===== src/hdl/wbps_pkg.sv =====
// Package for the wildcard byte pattern scanner: widths, codes, character
// constants, the shared structs and the hex digit decoder.
// Depends on nothing; every other file of the block refers to it by scope.
package wbps_pkg;

    localparam int MAX_PATTERN_BYTES = 64;
    localparam int IDX_W = (MAX_PATTERN_BYTES > 1) ? $clog2(MAX_PATTERN_BYTES) : 1;
    localparam int LEN_W = $clog2(MAX_PATTERN_BYTES + 1);

    localparam int KIND_W   = 2;
    localparam int CHAR_W   = 8;
    localparam int ADDR_W   = 64;
    localparam int RLEN_W   = 32;
    localparam int STATUS_W = 2;

    typedef logic [LEN_W-1:0]    t_len;
    typedef logic [IDX_W-1:0]    t_idx;
    typedef logic [ADDR_W-1:0]   t_addr;
    typedef logic [RLEN_W-1:0]   t_rlen;
    typedef logic [CHAR_W-1:0]   t_char;
    typedef logic [KIND_W-1:0]   t_kind;
    typedef logic [STATUS_W-1:0] t_status;

    localparam t_len LEN_MAX = t_len'(MAX_PATTERN_BYTES);

    // Transaction kinds on the input channel. The fourth code is ignored.
    localparam t_kind KIND_CHAR  = 2'd0;
    localparam t_kind KIND_BEGIN = 2'd1;
    localparam t_kind KIND_BYTE  = 2'd2;

    // Result status codes.
    localparam t_status STATUS_FOUND    = 2'd0;
    localparam t_status STATUS_NONE     = 2'd1;
    localparam t_status STATUS_OVERFLOW = 2'd2;

    // Pattern text characters.
    localparam t_char CH_QUESTION = 8'h3F;
    localparam t_char CH_DIGIT_0  = 8'h30;
    localparam t_char CH_DIGIT_9  = 8'h39;
    localparam t_char CH_UPPER_A  = 8'h41;
    localparam t_char CH_UPPER_F  = 8'h46;
    localparam t_char CH_LOWER_A  = 8'h61;
    localparam t_char CH_LOWER_F  = 8'h66;

    localparam logic [3:0] HEX_TEN = 4'd10;

    // One byte appended to the stored pattern.
    typedef struct packed {
        logic  valid;
        t_char value;
        logic  wild;
    } t_append;

    // A character can append up to two bytes: a flushed lone digit and a wildcard.
    typedef struct packed {
        t_append first;
        t_append second;
    } t_tok_out;

    // Write request for one pattern cell.
    typedef struct packed {
        logic  en;
        t_char value;
        logic  wild;
    } t_cell_wr;

    // Returns {is_hex, nibble}.
    function automatic logic [4:0] hex_decode(input t_char c);
        t_char      diff;
        logic [4:0] res;
        res = 5'd0;
        if (c >= CH_DIGIT_0 && c <= CH_DIGIT_9) begin
            diff = c - CH_DIGIT_0;
            res  = {1'b1, diff[3:0]};
        end else if (c >= CH_UPPER_A && c <= CH_UPPER_F) begin
            diff = c - CH_UPPER_A;
            res  = {1'b1, diff[3:0] + HEX_TEN};
        end else if (c >= CH_LOWER_A && c <= CH_LOWER_F) begin
            diff = c - CH_LOWER_A;
            res  = {1'b1, diff[3:0] + HEX_TEN};
        end
        return res;
    endfunction

endpackage


===== src/hdl/wbps_in_if.sv =====
// Input channel of the scanner: valid/ready handshake and the item payload.
// Depends on wbps_pkg for the field widths.
interface wbps_in_if;
    logic                  valid;
    logic                  ready;
    wbps_pkg::t_kind       kind;
    wbps_pkg::t_char       pattern_char;
    wbps_pkg::t_addr       base_address;
    wbps_pkg::t_rlen       region_length;
    wbps_pkg::t_addr       result_offset;
    wbps_pkg::t_char       mem_byte;

    modport source (
        output valid, kind, pattern_char, base_address, region_length, result_offset,
               mem_byte,
        input  ready
    );
    modport sink (
        input  valid, kind, pattern_char, base_address, region_length, result_offset,
               mem_byte,
        output ready
    );
endinterface


===== src/hdl/wbps_out_if.sv =====
// Result channel of the scanner: valid/ready handshake, status and address.
// Depends on wbps_pkg for the field widths.
interface wbps_out_if;
    logic              valid;
    logic              ready;
    wbps_pkg::t_status status;
    wbps_pkg::t_addr   match_address;

    modport source (
        output valid, status, match_address,
        input  ready
    );
    modport sink (
        input  valid, status, match_address,
        output ready
    );
endinterface


===== src/hdl/wbps_tokenizer.sv =====
// Pattern text tokenizer: turns characters into appended pattern bytes.
// Depends on wbps_pkg for the character constants, decoder and structs.
module wbps_tokenizer (
    input  logic               i_clk,
    input  logic               i_rst_n,
    input  logic               i_char_en,
    input  logic               i_flush_en,
    input  wbps_pkg::t_char    i_char,
    output wbps_pkg::t_tok_out o_app
);

    logic       r_held_v;
    logic [3:0] r_held;
    logic       r_absorb;
    logic       n_held_v;
    logic [3:0] n_held;
    logic       n_absorb;
    logic [4:0] w_hex;

    always_comb begin
        w_hex    = wbps_pkg::hex_decode(i_char);
        n_held_v = r_held_v;
        n_held   = r_held;
        n_absorb = r_absorb;
        o_app    = '0;
        if (i_flush_en) begin
            // A begin transaction flushes a lone digit and ends any absorption.
            if (r_held_v) begin
                o_app.first.valid = 1'b1;
                o_app.first.value = {4'd0, r_held};
            end
            n_held_v = 1'b0;
            n_held   = 4'd0;
            n_absorb = 1'b0;
        end else if (i_char_en) begin
            n_absorb = 1'b0;
            if (r_absorb && i_char == wbps_pkg::CH_QUESTION) begin
                // Second question mark of a wildcard pair: nothing to do.
            end else if (w_hex[4]) begin
                if (r_held_v) begin
                    o_app.first.valid = 1'b1;
                    o_app.first.value = {r_held, w_hex[3:0]};
                    n_held_v = 1'b0;
                    n_held   = 4'd0;
                end else begin
                    n_held_v = 1'b1;
                    n_held   = w_hex[3:0];
                end
            end else begin
                if (r_held_v) begin
                    o_app.first.valid = 1'b1;
                    o_app.first.value = {4'd0, r_held};
                    n_held_v = 1'b0;
                    n_held   = 4'd0;
                end
                if (i_char == wbps_pkg::CH_QUESTION) begin
                    if (r_held_v) begin
                        o_app.second.valid = 1'b1;
                        o_app.second.wild  = 1'b1;
                    end else begin
                        o_app.first.valid = 1'b1;
                        o_app.first.wild  = 1'b1;
                    end
                    n_absorb = 1'b1;
                end
            end
        end
    end

    always_ff @(posedge i_clk) begin
        if (!i_rst_n) begin
            r_held_v <= 1'b0;
            r_held   <= 4'd0;
            r_absorb <= 1'b0;
        end else begin
            r_held_v <= n_held_v;
            r_held   <= n_held;
            r_absorb <= n_absorb;
        end
    end

endmodule


===== src/hdl/wbps_cell.sv =====
// One cell of the match chain: a pattern byte, its wildcard mark and the
// partial match flag handed to the next cell. Depends on wbps_pkg.
module wbps_cell (
    input  logic               i_clk,
    input  logic               i_rst_n,
    input  wbps_pkg::t_cell_wr i_wr,
    input  logic               i_clear,
    input  logic               i_shift,
    input  wbps_pkg::t_char    i_byte,
    input  logic               i_prev_part,
    output logic               o_part,
    output logic               o_hit
);

    wbps_pkg::t_char r_pat;
    logic            r_wild;
    logic            r_part;

    // The pattern prefix up to this cell ends at the incoming byte.
    assign o_hit  = i_prev_part && (r_wild || r_pat == i_byte);
    assign o_part = r_part;

    always_ff @(posedge i_clk) begin
        if (i_wr.en) begin
            r_pat <= i_wr.value;
        end
    end

    always_ff @(posedge i_clk) begin
        if (!i_rst_n) begin
            r_wild <= 1'b0;
            r_part <= 1'b0;
        end else begin
            if (i_wr.en) begin
                r_wild <= i_wr.wild;
            end
            if (i_clear) begin
                r_part <= 1'b0;
            end else if (i_shift) begin
                r_part <= o_hit;
            end
        end
    end

endmodule


===== src/hdl/wildcard_byte_pattern_scanner.sv =====
// Top level of the wildcard byte pattern scanner.
// Depends on wbps_pkg, wbps_in_if, wbps_out_if, wbps_tokenizer and wbps_cell.
//
// Usage. Transactions arrive on i_in with a kind code. Pattern character
// transactions build the pattern while no scan runs: hex digit pairs are bytes,
// a lone digit before a non-hex character is a byte, and '?' or '??' is a
// wildcard byte. A begin transaction loads the base address, region length and
// result offset and starts a scan; the pattern is kept across scans. Memory byte
// transactions then stream the region in address order, and after the last one
// a single result leaves on o_out with a status and the first match address.
// A begin with a zero region length gives its result at once.
//
// Throughput: one input transaction per cycle, every kind, unless stalled. Each
// byte goes to a row of MAX_PATTERN_BYTES cells; cell j keeps a flag that the
// first j+1 pattern bytes match the stream so far and hands it to cell j+1 on
// the next byte, so the row compares the whole pattern in parallel with no loop.
// Result path: the outcome of the final byte (or the empty-region begin) is
// registered in the capture stage, then the output register adds the result
// offset.
// Reset clears the pattern length, the wildcard marks, the tokenizer, the scan
// and both result stages; pattern bytes themselves are simply overwritten.
// When the receiver stalls, the output register holds its result and one more
// result waits in the capture stage; i_in.ready drops only when both are full.
module wildcard_byte_pattern_scanner (
    input  logic       i_clk,
    input  logic       i_rst_n,
    wbps_in_if.sink    i_in,
    wbps_out_if.source o_out
);

    localparam int N = wbps_pkg::MAX_PATTERN_BYTES;

    // Input decode.
    logic w_accept;
    logic w_char_en;
    logic w_begin;
    logic w_byte;

    // Pattern bookkeeping.
    wbps_pkg::t_len     r_len;
    logic               r_ovf;
    wbps_pkg::t_len     w_len1;
    wbps_pkg::t_len     n_len;
    logic               n_ovf;
    logic               w_land0;
    logic               w_land1;
    wbps_pkg::t_tok_out w_app;
    wbps_pkg::t_len     w_last;

    // Cell row.
    wbps_pkg::t_cell_wr w_wr   [N];
    logic               w_part [N];
    logic               w_hit  [N];

    // Scan state.
    logic            r_scanning;
    wbps_pkg::t_rlen r_seen;
    wbps_pkg::t_rlen r_expected;
    wbps_pkg::t_rlen n_seen;
    wbps_pkg::t_addr r_cand;
    wbps_pkg::t_addr n_cand;
    wbps_pkg::t_addr r_extra;
    logic            r_base_nz;
    logic            r_match_seen;
    wbps_pkg::t_addr r_match_base;
    logic            w_full;
    logic            w_hit_now;
    logic            w_finish;

    // Capture stage and output register.
    logic              r_a_valid;
    logic              r_a_ovf;
    logic              r_a_found;
    wbps_pkg::t_addr   r_a_mbase;
    wbps_pkg::t_addr   r_a_extra;
    logic              w_o_free;
    logic              w_a_move;
    logic              r_o_valid;
    wbps_pkg::t_status r_o_status;
    wbps_pkg::t_addr   r_o_addr;
    wbps_pkg::t_addr   w_sum;

    assign w_o_free   = !r_o_valid || o_out.ready;
    assign w_a_move   = r_a_valid && w_o_free;
    assign i_in.ready = !r_a_valid || w_o_free;

    assign w_accept  = i_in.valid && i_in.ready;
    assign w_char_en = w_accept && i_in.kind == wbps_pkg::KIND_CHAR && !r_scanning;
    assign w_begin   = w_accept && i_in.kind == wbps_pkg::KIND_BEGIN;
    assign w_byte    = w_accept && i_in.kind == wbps_pkg::KIND_BYTE && r_scanning;

    wbps_tokenizer u_tokenizer (
        .i_clk      (i_clk),
        .i_rst_n    (i_rst_n),
        .i_char_en  (w_char_en),
        .i_flush_en (w_begin),
        .i_char     (i_in.pattern_char),
        .o_app      (w_app)
    );

    // Up to two bytes land per cycle; bytes past capacity only set the flag.
    assign w_land0 = w_app.first.valid && (r_len < wbps_pkg::LEN_MAX);
    assign w_len1  = r_len + wbps_pkg::t_len'(w_land0);
    assign w_land1 = w_app.second.valid && (w_len1 < wbps_pkg::LEN_MAX);
    assign n_len   = w_len1 + wbps_pkg::t_len'(w_land1);
    assign n_ovf   = r_ovf || (w_app.first.valid && !w_land0)
                           || (w_app.second.valid && !w_land1);

    genvar g;
    generate
        for (g = 0; g < N; g++) begin : g_cell
            logic w_sel0;
            logic w_sel1;
            logic w_prev;

            assign w_sel0 = w_land0 && (r_len == wbps_pkg::t_len'(g));
            assign w_sel1 = w_land1 && (w_len1 == wbps_pkg::t_len'(g));
            assign w_wr[g].en    = w_sel0 || w_sel1;
            assign w_wr[g].value = w_sel0 ? w_app.first.value : w_app.second.value;
            assign w_wr[g].wild  = w_sel0 ? w_app.first.wild : w_app.second.wild;

            if (g == 0) begin : g_head
                assign w_prev = 1'b1;
            end else begin : g_body
                assign w_prev = w_part[g-1];
            end

            wbps_cell u_cell (
                .i_clk       (i_clk),
                .i_rst_n     (i_rst_n),
                .i_wr        (w_wr[g]),
                .i_clear     (w_begin),
                .i_shift     (w_byte),
                .i_byte      (i_in.mem_byte),
                .i_prev_part (w_prev),
                .o_part      (w_part[g]),
                .o_hit       (w_hit[g])
            );
        end
    endgenerate

    // The last pattern cell tells whether the whole pattern ends at this byte.
    assign w_last    = r_len - wbps_pkg::t_len'(1);
    assign w_full    = w_hit[w_last[wbps_pkg::IDX_W-1:0]];
    assign w_hit_now = !r_match_seen && !r_ovf && (r_len != '0) && w_full;

    // r_cand tracks base + bytes seen - pattern length, the start address of
    // a match that ends at the current byte.
    assign n_seen   = r_seen + wbps_pkg::t_rlen'(1);
    assign n_cand   = r_cand + wbps_pkg::t_addr'(1);
    assign w_finish = (w_begin && i_in.region_length == '0)
                   || (w_byte && n_seen == r_expected);

    always_ff @(posedge i_clk) begin
        if (!i_rst_n) begin
            r_len        <= '0;
            r_ovf        <= 1'b0;
            r_scanning   <= 1'b0;
            r_seen       <= '0;
            r_expected   <= '0;
            r_cand       <= '0;
            r_extra      <= '0;
            r_base_nz    <= 1'b0;
            r_match_seen <= 1'b0;
            r_match_base <= '0;
        end else begin
            r_len <= n_len;
            r_ovf <= n_ovf;
            if (w_begin) begin
                r_scanning   <= i_in.region_length != '0;
                r_seen       <= '0;
                r_expected   <= i_in.region_length;
                r_cand       <= i_in.base_address - wbps_pkg::t_addr'(n_len);
                r_extra      <= i_in.result_offset;
                r_base_nz    <= i_in.base_address != '0;
                r_match_seen <= 1'b0;
            end else if (w_byte) begin
                r_seen <= n_seen;
                r_cand <= n_cand;
                if (w_hit_now) begin
                    r_match_seen <= 1'b1;
                    r_match_base <= n_cand;
                end
                if (w_finish) begin
                    r_scanning <= 1'b0;
                end
            end
        end
    end

    // Capture stage: the scan outcome, before the result offset is added.
    always_ff @(posedge i_clk) begin
        if (!i_rst_n) begin
            r_a_valid <= 1'b0;
        end else if (w_finish) begin
            r_a_valid <= 1'b1;
        end else if (w_a_move) begin
            r_a_valid <= 1'b0;
        end
    end

    always_ff @(posedge i_clk) begin
        if (w_finish) begin
            r_a_ovf   <= w_begin ? n_ovf : r_ovf;
            r_a_found <= !w_begin && (r_match_seen || w_hit_now) && r_base_nz;
            r_a_mbase <= w_hit_now ? n_cand : r_match_base;
            r_a_extra <= w_begin ? i_in.result_offset : r_extra;
        end
    end

    // Output register: final status and address.
    assign w_sum = r_a_mbase + r_a_extra;

    always_ff @(posedge i_clk) begin
        if (!i_rst_n) begin
            r_o_valid <= 1'b0;
        end else if (w_a_move) begin
            r_o_valid <= 1'b1;
        end else if (o_out.ready) begin
            r_o_valid <= 1'b0;
        end
    end

    always_ff @(posedge i_clk) begin
        if (w_a_move) begin
            if (r_a_ovf) begin
                r_o_status <= wbps_pkg::STATUS_OVERFLOW;
                r_o_addr   <= '0;
            end else if (r_a_found && r_a_mbase != '0) begin
                r_o_status <= wbps_pkg::STATUS_FOUND;
                r_o_addr   <= w_sum;
            end else begin
                r_o_status <= wbps_pkg::STATUS_NONE;
                r_o_addr   <= '0;
            end
        end
    end

    assign o_out.valid         = r_o_valid;
    assign o_out.status        = r_o_status;
    assign o_out.match_address = r_o_addr;

endmodule


===== src/flat_wrapper.sv =====
// flat-port wrapper written by rule: the top's interface ports become plain ports
module wildcard_byte_pattern_scanner_flat 
  (i_clk, i_rst_n, i_in_valid, i_in_kind, i_in_pattern_char, i_in_base_address, i_in_region_length, i_in_result_offset, i_in_mem_byte, i_in_ready, o_out_valid, o_out_status, o_out_match_address, o_out_ready);
  wbps_in_if i_in_i ();
  wbps_out_if o_out_i ();
  input  logic i_clk;
  input  logic i_rst_n;
  input wire logic [$bits(i_in_i.valid)-1:0] i_in_valid;
  input wire logic [$bits(i_in_i.kind)-1:0] i_in_kind;
  input wire logic [$bits(i_in_i.pattern_char)-1:0] i_in_pattern_char;
  input wire logic [$bits(i_in_i.base_address)-1:0] i_in_base_address;
  input wire logic [$bits(i_in_i.region_length)-1:0] i_in_region_length;
  input wire logic [$bits(i_in_i.result_offset)-1:0] i_in_result_offset;
  input wire logic [$bits(i_in_i.mem_byte)-1:0] i_in_mem_byte;
  output wire logic [$bits(i_in_i.ready)-1:0] i_in_ready;
  output wire logic [$bits(o_out_i.valid)-1:0] o_out_valid;
  output wire logic [$bits(o_out_i.status)-1:0] o_out_status;
  output wire logic [$bits(o_out_i.match_address)-1:0] o_out_match_address;
  input wire logic [$bits(o_out_i.ready)-1:0] o_out_ready;
  assign i_in_i.valid = i_in_valid;
  assign i_in_i.kind = i_in_kind;
  assign i_in_i.pattern_char = i_in_pattern_char;
  assign i_in_i.base_address = i_in_base_address;
  assign i_in_i.region_length = i_in_region_length;
  assign i_in_i.result_offset = i_in_result_offset;
  assign i_in_i.mem_byte = i_in_mem_byte;
  assign i_in_ready = i_in_i.ready;
  assign o_out_valid = o_out_i.valid;
  assign o_out_status = o_out_i.status;
  assign o_out_match_address = o_out_i.match_address;
  assign o_out_i.ready = o_out_ready;
  wildcard_byte_pattern_scanner u_core (.i_clk(i_clk), .i_rst_n(i_rst_n), .i_in(i_in_i), .o_out(o_out_i));
endmodule

===== config.mk =====
export PLATFORM = sky130hd
export DESIGN_NAME = wildcard_byte_pattern_scanner_flat
export DESIGN_NICKNAME = d
export VERILOG_FILES = /design/src/hdl/wbps_pkg.sv /design/src/hdl/wbps_in_if.sv /design/src/hdl/wbps_out_if.sv /design/src/hdl/wbps_tokenizer.sv /design/src/hdl/wbps_cell.sv /design/src/hdl/wildcard_byte_pattern_scanner.sv /design/src/flat_wrapper.sv
export SDC_FILE = /design/constraint.sdc
export NUM_CORES = 2
export LEC_CHECK = 0
export ABC_CLOCK_PERIOD_IN_PS = 6100
export BUFFER_PORTS_ARGS = -buffer_cell sky130_fd_sc_hd__buf_2
export CORE_MARGIN = 5
export CORE_UTILIZATION = 49
export CTS_CLUSTER_DIAMETER = 30
export DETAILED_ROUTE_END_ITERATION = 10
export HOLD_SLACK_MARGIN = 0.15
export PLACE_DENSITY = 0.75
export SKIP_LAST_GASP = 1
export SLEW_MARGIN = 20
export SYNTH_ARGS = -nofsm -noshare
export SYNTH_HDL_FRONTEND = slang
export SYNTH_SLANG_ARGS = --single-unit

===== constraint.sdc =====
create_clock -name i_clk -period 6.1 [get_ports i_clk]
set_clock_uncertainty 0.1 [all_clocks]
set_input_delay 0.61 -clock i_clk [delete_from_list [all_inputs] [get_ports i_clk]]
set_output_delay 0.61 -clock i_clk [all_outputs]
set_load 0.1 [all_outputs]

Word-level counts from Yosys, hierarchy flattened

Index checks and enable logic that the tools add are counted.

Register bits after elaboration: 1110
Bits of input ports: 182
Bits in latches: 0
Memory bits (writable): 0
Output and inout port bits: 68
Memory bits (read-only): 0
Memories: 0

Multiply operators: 0
Magnitude comparators: 9
Equal/unequal tests: 194
Bitwise operators: 5
Shifts and indexed selects: 0
Muxes and demuxes: 108
Div/mod/pow operators: 0
Reductions and logical operators: 376
$add $sub $neg: 12

Operators by type and width:

| operator                                                              | count |
|---|---|
| 8-bit == test                                                         | 64 |
| 7-bit by 6-bit == test with 1-bit output, second input constant       | 64 |
| 64-bit two-way mux                                                    | 4 |
| 7-bit by 5-bit == test with 1-bit output, second input constant       | 32 |
| 1-bit logical AND                                                     | 214 |
| 1-bit logical OR                                                      | 134 |
| 64-bit nonzero test                                                   | 2 |
| 7-bit by 4-bit == test with 1-bit output, second input constant       | 16 |
| 1-bit two-way mux                                                     | 88 |
| 64-bit by 1-bit adder with 64-bit output, second input constant       | 1 |
| 64-bit adder                                                          | 1 |
| 64-bit by 7-bit subtractor with 64-bit output                         | 1 |
| 7-bit by 3-bit == test with 1-bit output, second input constant       | 8 |
| 9-bit two-way mux                                                     | 4 |
| 32-bit by 1-bit adder with 32-bit output, second input constant       | 1 |
| 32-bit == test                                                        | 1 |
| 32-bit zero test                                                      | 1 |
| 32-bit nonzero test                                                   | 1 |
| 7-bit by 2-bit == test with 1-bit output, second input constant       | 4 |
| 11-bit two-way mux                                                    | 2 |
| 8-bit by 7-bit >= comparator with 1-bit output, second input constant | 2 |
| 8-bit by 7-bit <= comparator with 1-bit output, second input constant | 2 |
| 5-bit two-way mux                                                     | 3 |
| 7-bit by 1-bit adder with 7-bit output                                | 2 |
| other kinds (24)                                                      | 52 |

Depth between registers and ports, before layout

Word-level depth: 18
Gate-level depth with buffers: 28
Gate-level depth less buffers: 27

Modules after synthesis

Synthesis repeated with hierarchy kept, for this count alone.

Cells, all modules: 5797
Area, all modules: 62835.3 µm²

By module, submodules not included:

| module                        | times used | area each (µm²) | cells an instance |
|---|---|---|---|
| wildcard_byte_pattern_scanner | 1          | 33763.6         | 3835 |
| wbps_cell                     | 64         | 441.7           | 29 |
| wbps_tokenizer                | 1          | 804.5           | 106 |

Worst setup path after synthesis

Ideal clock, no wire load.

Path kind: reg2reg
Start point: register u_core.r_o_valid, in the netlist u_core.o_out.valid
End point: register u_core.r_cand[59]
Setup time: 0.132 ns
Path buffers: 1
Setup slack: -0.936 ns
Data arrival time: 6.803 ns
Cell stages (with the launch flop): 27
Required time: 5.868 ns
Path through: dfxtp_1 nand3b_1 nand2_1 nor2_1 nand2_1 nor2_1 ha_1 ha_1 nand4_1 xnor2_1 and2_1 ha_1 ha_1 nand2_1 or3_1 xnor2_1 ha_1 nor4_1 nand2_1 nor2_1 nand2_1 or4_1 and2_1 clkbuf_1 nor4_1 xnor2_1 a21oi_1

Cells in the longest elaborated chain, start to end: 15
Elaborated cells on any way between the ends: 20

RTL lines:

| element                                       | RTL line                             | text |
|---|---|---|
| from (decl)                                   | wildcard_byte_pattern_scanner.sv:78  | `logic r_o_valid;` |
| from (signal assigned)                        | wildcard_byte_pattern_scanner.sv:216 | `r_o_valid <= 1'b0;` |
| from (signal assigned)                        | wildcard_byte_pattern_scanner.sv:218 | `r_o_valid <= 1'b1;` |
| from (signal assigned)                        | wildcard_byte_pattern_scanner.sv:220 | `r_o_valid <= 1'b0;` |
| 1-bit zero test *                             | wildcard_byte_pattern_scanner.sv:83  | `assign w_o_free = !r_o_valid \|\| o_out.ready;` |
| 1-bit logical OR *                            | wildcard_byte_pattern_scanner.sv:83  |  |
| 1-bit logical OR *                            | wildcard_byte_pattern_scanner.sv:85  | `assign i_in.ready = !r_a_valid \|\| w_o_free;` |
| via i_in_ready                                | flat_wrapper.sv:15                   | `output wire logic [$bits(i_in_i.ready)-1:0] i_in_ready;` |
| 1-bit logical AND *                           | wildcard_byte_pattern_scanner.sv:87  | `assign w_accept = i_in.valid && i_in.ready;` |
| 1-bit logical AND (2 in a row)                | wildcard_byte_pattern_scanner.sv:88  | `assign w_char_en = w_accept && i_in.kind == wbps_pkg::KIND_CHAR && !r_scanning;` |
| 11-bit two-way mux                            | wbps_tokenizer.sv:35                 | `end else if (i_char_en) begin` |
| 9-bit two-way mux                             | wbps_tokenizer.sv:26                 | `if (i_flush_en) begin` |
| 1-bit logical AND                             | wildcard_byte_pattern_scanner.sv:102 | `assign w_land0 = w_app.first.valid && (r_len < wbps_pkg::LEN_MAX);` |
| 7-bit by 1-bit adder with 7-bit output        | wildcard_byte_pattern_scanner.sv:103 | `assign w_len1 = r_len + wbps_pkg::t_len'(w_land0);` |
| 7-bit less-than comparator                    | wildcard_byte_pattern_scanner.sv:104 | `assign w_land1 = w_app.second.valid && (w_len1 < wbps_pkg::LEN_MAX);` |
| 1-bit logical AND                             | wildcard_byte_pattern_scanner.sv:104 |  |
| 7-bit by 1-bit adder with 7-bit output        | wildcard_byte_pattern_scanner.sv:105 | `assign n_len = w_len1 + wbps_pkg::t_len'(w_land1);` |
| 64-bit by 7-bit subtractor with 64-bit output | wildcard_byte_pattern_scanner.sv:173 | `r_cand <= i_in.base_address - wbps_pkg::t_addr'(n_len);` |
| 64-bit two-way mux                            | wildcard_byte_pattern_scanner.sv:169 | `if (w_begin) begin` |
| to (signal assigned)                          | wildcard_byte_pattern_scanner.sv:173 |  |
| to (signal assigned)                          | wildcard_byte_pattern_scanner.sv:179 | `r_cand <= n_cand;` |
| to (decl)                                     | wildcard_byte_pattern_scanner.sv:60  | `wbps_pkg::t_addr r_cand;` |

The timed path passes the listed nets; every way through them passes the cells marked *.
A chain may end at the register's enable or synchronous reset.

Worst setup path in the final report

Start point: input i_in_pattern_char[7]
End point: register u_core.r_cand[30]

Cells in the longest elaborated chain, start to end: 16
Elaborated cells on any way between the ends: 29

RTL lines:

| element                                                                                                                 | RTL line                             | text |
|---|---|---|
| from (decl)                                                                                                             | flat_wrapper.sv:10                   | `input wire logic [$bits(i_in_i.pattern_char)-1:0] i_in_pattern_char;` |
| 8-bit by 7-bit >= comparator with 1-bit output / 8-bit by 7-bit <= comparator with 1-bit output (equally long branches) | wbps_pkg.sv:78                       | `end else if (c >= CH_LOWER_A && c <= CH_LOWER_F) begin` |
| 1-bit logical AND                                                                                                       | wbps_pkg.sv:78                       |  |
| 5-bit two-way mux                                                                                                       | wbps_pkg.sv:78                       |  |
| 5-bit two-way mux                                                                                                       | wbps_pkg.sv:75                       | `end else if (c >= CH_UPPER_A && c <= CH_UPPER_F) begin` |
| 5-bit two-way mux                                                                                                       | wbps_pkg.sv:72                       | `if (c >= CH_DIGIT_0 && c <= CH_DIGIT_9) begin` |
| 9-bit two-way mux                                                                                                       | wbps_tokenizer.sv:39                 | `end else if (w_hex[4]) begin` |
| 11-bit two-way mux *                                                                                                    | wbps_tokenizer.sv:37                 | `if (r_absorb && i_char == wbps_pkg::CH_QUESTION) begin` |
| 11-bit two-way mux *                                                                                                    | wbps_tokenizer.sv:35                 |  |
| 9-bit two-way mux                                                                                                       | wbps_tokenizer.sv:26                 |  |
| 1-bit logical AND                                                                                                       | wildcard_byte_pattern_scanner.sv:102 |  |
| 7-bit by 1-bit adder with 7-bit output                                                                                  | wildcard_byte_pattern_scanner.sv:103 |  |
| 7-bit less-than comparator                                                                                              | wildcard_byte_pattern_scanner.sv:104 |  |
| 1-bit logical AND                                                                                                       | wildcard_byte_pattern_scanner.sv:104 |  |
| 7-bit by 1-bit adder with 7-bit output *                                                                                | wildcard_byte_pattern_scanner.sv:105 |  |
| 64-bit by 7-bit subtractor with 64-bit output *                                                                         | wildcard_byte_pattern_scanner.sv:173 |  |
| 64-bit two-way mux *                                                                                                    | wildcard_byte_pattern_scanner.sv:169 |  |

Every way passes the cells marked *; elsewhere a longest branch is shown, timed or not.

==> flow_summary.yaml <==
synth:
  netlist_area_um2: 56100
  synth-main-ff-cell: "edfxtp_1"
  async_flop_share_pct: 0
  ys_types: 82
  ys_top_cells_by_area: "edfxtp_1 38%, dfxtp_1 14%, xor2_1 7.9%"
  synthDominantCellAreaShare_pct: 37.9
  syn_area_per_cell_um2: 9.81
  ys_seq_area_share_pct: 52.2
  synth-seq-cells: 1110
  synth_fp_nets: 5984
  synth_cells: 5717
  ys_warn_count: 0
  synth_edf_count: 708
  synth_top_area_cell: "edfxtp_1"
min_path:
  hold_depth: 4
  hold_class: "input pin to flip-flop"
floorplan:
  ios: 250
  die_h_um: 348
  fp.dieW_um: 348
  num_rows: 124
  initial_utilization_pct: 49.2
  coreArea_um2: 114000
  dieArea_um2: 121000
setup_path:
  cp_max_fo: 9
  slowest_stage: "or4b_2"
  required_ps: 6630
  start_kind: "input pin"
  slowest_delay_ps: 710
  cp.arrival_ps: 6360
  path_common_cell: "ha_2"
  worstSetupPathType: "input pin to flip-flop"
  end_kind: "flip-flop"
  rr_worst_depth: 26
route:
  viasPerCell: 5.90
  wirelength_um: 178000
  drt_first_iter_violations: 5207
  vias: 46640
  drcViolationCount: 2
  wl_per_cell_um: 22.5
  ant_nets: 0
  firstDrtPassIters: 11
place:
  dp_cells: 7310
  place.port_buffers: 249
  gp_congestion: 0.951
  dpl.hpwl_um: 115000
  placed_area_um2: 59700
  dpl_worst_slack_ps: -94.9
sta:
  fin_crit_sh_pct: 95.5
  finalSetupViolCount: 0
  worst_slack_ps: 272
  slew_viol_final: 0
  tightest_slew_ps: 1170
  period_needed_ps: 5830
  max_slew_margin_pct: 21.8
  finalHoldViolCount: 0
  max_clock_freq_ghz: 0.172
  rsz0062_at_grt: "true"
layout:
  fin_area_um2: 69100
  fin_nets: 6451
  multiInputGateArea_um2: 25200
  instances_no_fill: 7911
  syn_to_final_growth_pct: 23.2
  layout_commonest_cell: "nor2_1"
  layout_common_cells: "891 x nor2_1, 708 x edfxtp_1, 691 x nand2_1"
  drive_gt1_share_pct: 15.2
  fillers: 8900
  regArea_um2: 29300
clock_tree:
  cts.sinks: 1110
  cts_tree: "yes"
  insertion_delay_ps: 820
  cts_buffers: 219
  clk_root_buffer_cell: "clkbuf_16"
  clk_pin_slew_ps: 50
  htreeDepth: 4
  clockBufferDepth: 3
power_and_ir_drop:
  peakVddDrop_uv: 268
  p_leak_uw: 0.0234
  pwr_density_cell_nw_per_um2: 306
  fin_total_pwr_uw: 21100
outcome:
  violations: "design-rule violations"
  status: "finished with violations"
run:
  maxCapViolations: 0
global_routing:
  grt_max_degree: 90
  grtUsageTotal_pct: 28.3
  grt_pass1_wl_um: 267000
  grt_overflow: 0
  antenna_found_initial: 17
  grt_pass1_vias: 45950
routing by layer:
metal	global-route usage, %	up-vias	routed length [µm]
li1	-	21073	-
met1	35.1	22262	66400
met2	46.3	2679	82900
met3	7.12	626	19300
met4	13.9	0	9520
met5	0	-	0
critical path, delay by kind of cell:
family	cells	cell delay [ps]
mux	1	90
simple gates	13	2820
fa+ha+maj	5	950
xor+xnor	2	400
buf+inv	4	1030
compound gates	3	460
area by class of cell:
cell class                 count  area share, %
sequential                  1110           42.4
timing repair buffer         611           6.73
antenna                       17         0.0615
clock buffer                 264           8.63
inverter                      81          0.454
multi-input combinational   4161           36.5
tap                         1512           2.74
clock inverter               155           2.50
flip-flops by register name (all words and copies together) (netlist names), 2 cells and up:
register and cells:
u_core.r_cand 64, u_core.o_out.status 2, u_core.g_cell.u_cell.o_part 63, u_core.g_cell.u_cell.r_wild 64, u_core.r_expected 32, u_core.r_a_mbase 64
u_core.r_extra 64, u_core.r_seen 32, u_core.u_tokenizer.r_held 4, u_core.g_cell.u_cell.r_pat 512, u_core.o_out.match_address 64, u_core.r_a_extra 64
u_core.r_match_base 64, u_core.r_len 7
cell families (layout without fill, tap and decap cells):
kind of cell    count (synthesis)  after routing  share of synthesized area [%]
compound gates                876            876                           9.67
other cells                     0             17                              0
buf+inv                       446           1111                           3.20
flops                        1110           1110                           52.2
xor+xnor                      809            809                           12.6
mux                           133            133                           2.50
fa+ha+maj                      87             87                           1.96
simple gates                 2256           2256                           17.8
per-stage QoR:
step / setup TNS, ps / hold WS [ps] / util (%)
floorplan: 0 / 332 / -
global placement: 0 / 337 / 52.3
detailed placement: -685 / 343 / 52.3
CTS: 0 / 155 / 60.5
global route: 0 / 190 / 60.6
finish: 0 / 188 / 60.6
repair_timing:
action                                  CTS  global route
hold buffers                            163             0
buffers inserted                          0             1
resized for setup                         0             9
endpoints found under the hold margin   224             0
endpoints found under the setup margin    0             7
final timing paths:
kind                                         from                              end  slack (ps)
setup / recovery             i_in_pattern_char[7]                u_core.r_cand[30]         270
hold / removal              i_in_base_address[58]                u_core.r_cand[58]         190
setup reg to reg                 u_core.r_a_valid                u_core.r_cand[30]         400
hold reg to reg   u_core.g_cell[42].u_cell.o_part  u_core.g_cell[42].u_cell.o_part         350
report_power, final:
group / internal [µW] / switching [µW]
clock: 8130 / 4190
combinational: 325 / 503
sequential: 7960 / 42.8
total: 16400 / 4730
synth_stat cells (all sizes together) (26+ instances only):
library cell and n:
mux2i 77, nand3 104, inv 80, a211oi 37, nor2b 31, and2 35, o211ai 26, nor4 153
nand2 704, nor2 895, dfxtp 402, and3 33, a21oi 351, o221a 28, nand4 101, xor2 508
xnor2 301, edfxtp 708, o21ai 199, a21o 44, mux2 56, clkbuf 279, ha 83, nor3 93
buf 86
Power figures use the tool's default switching activity.
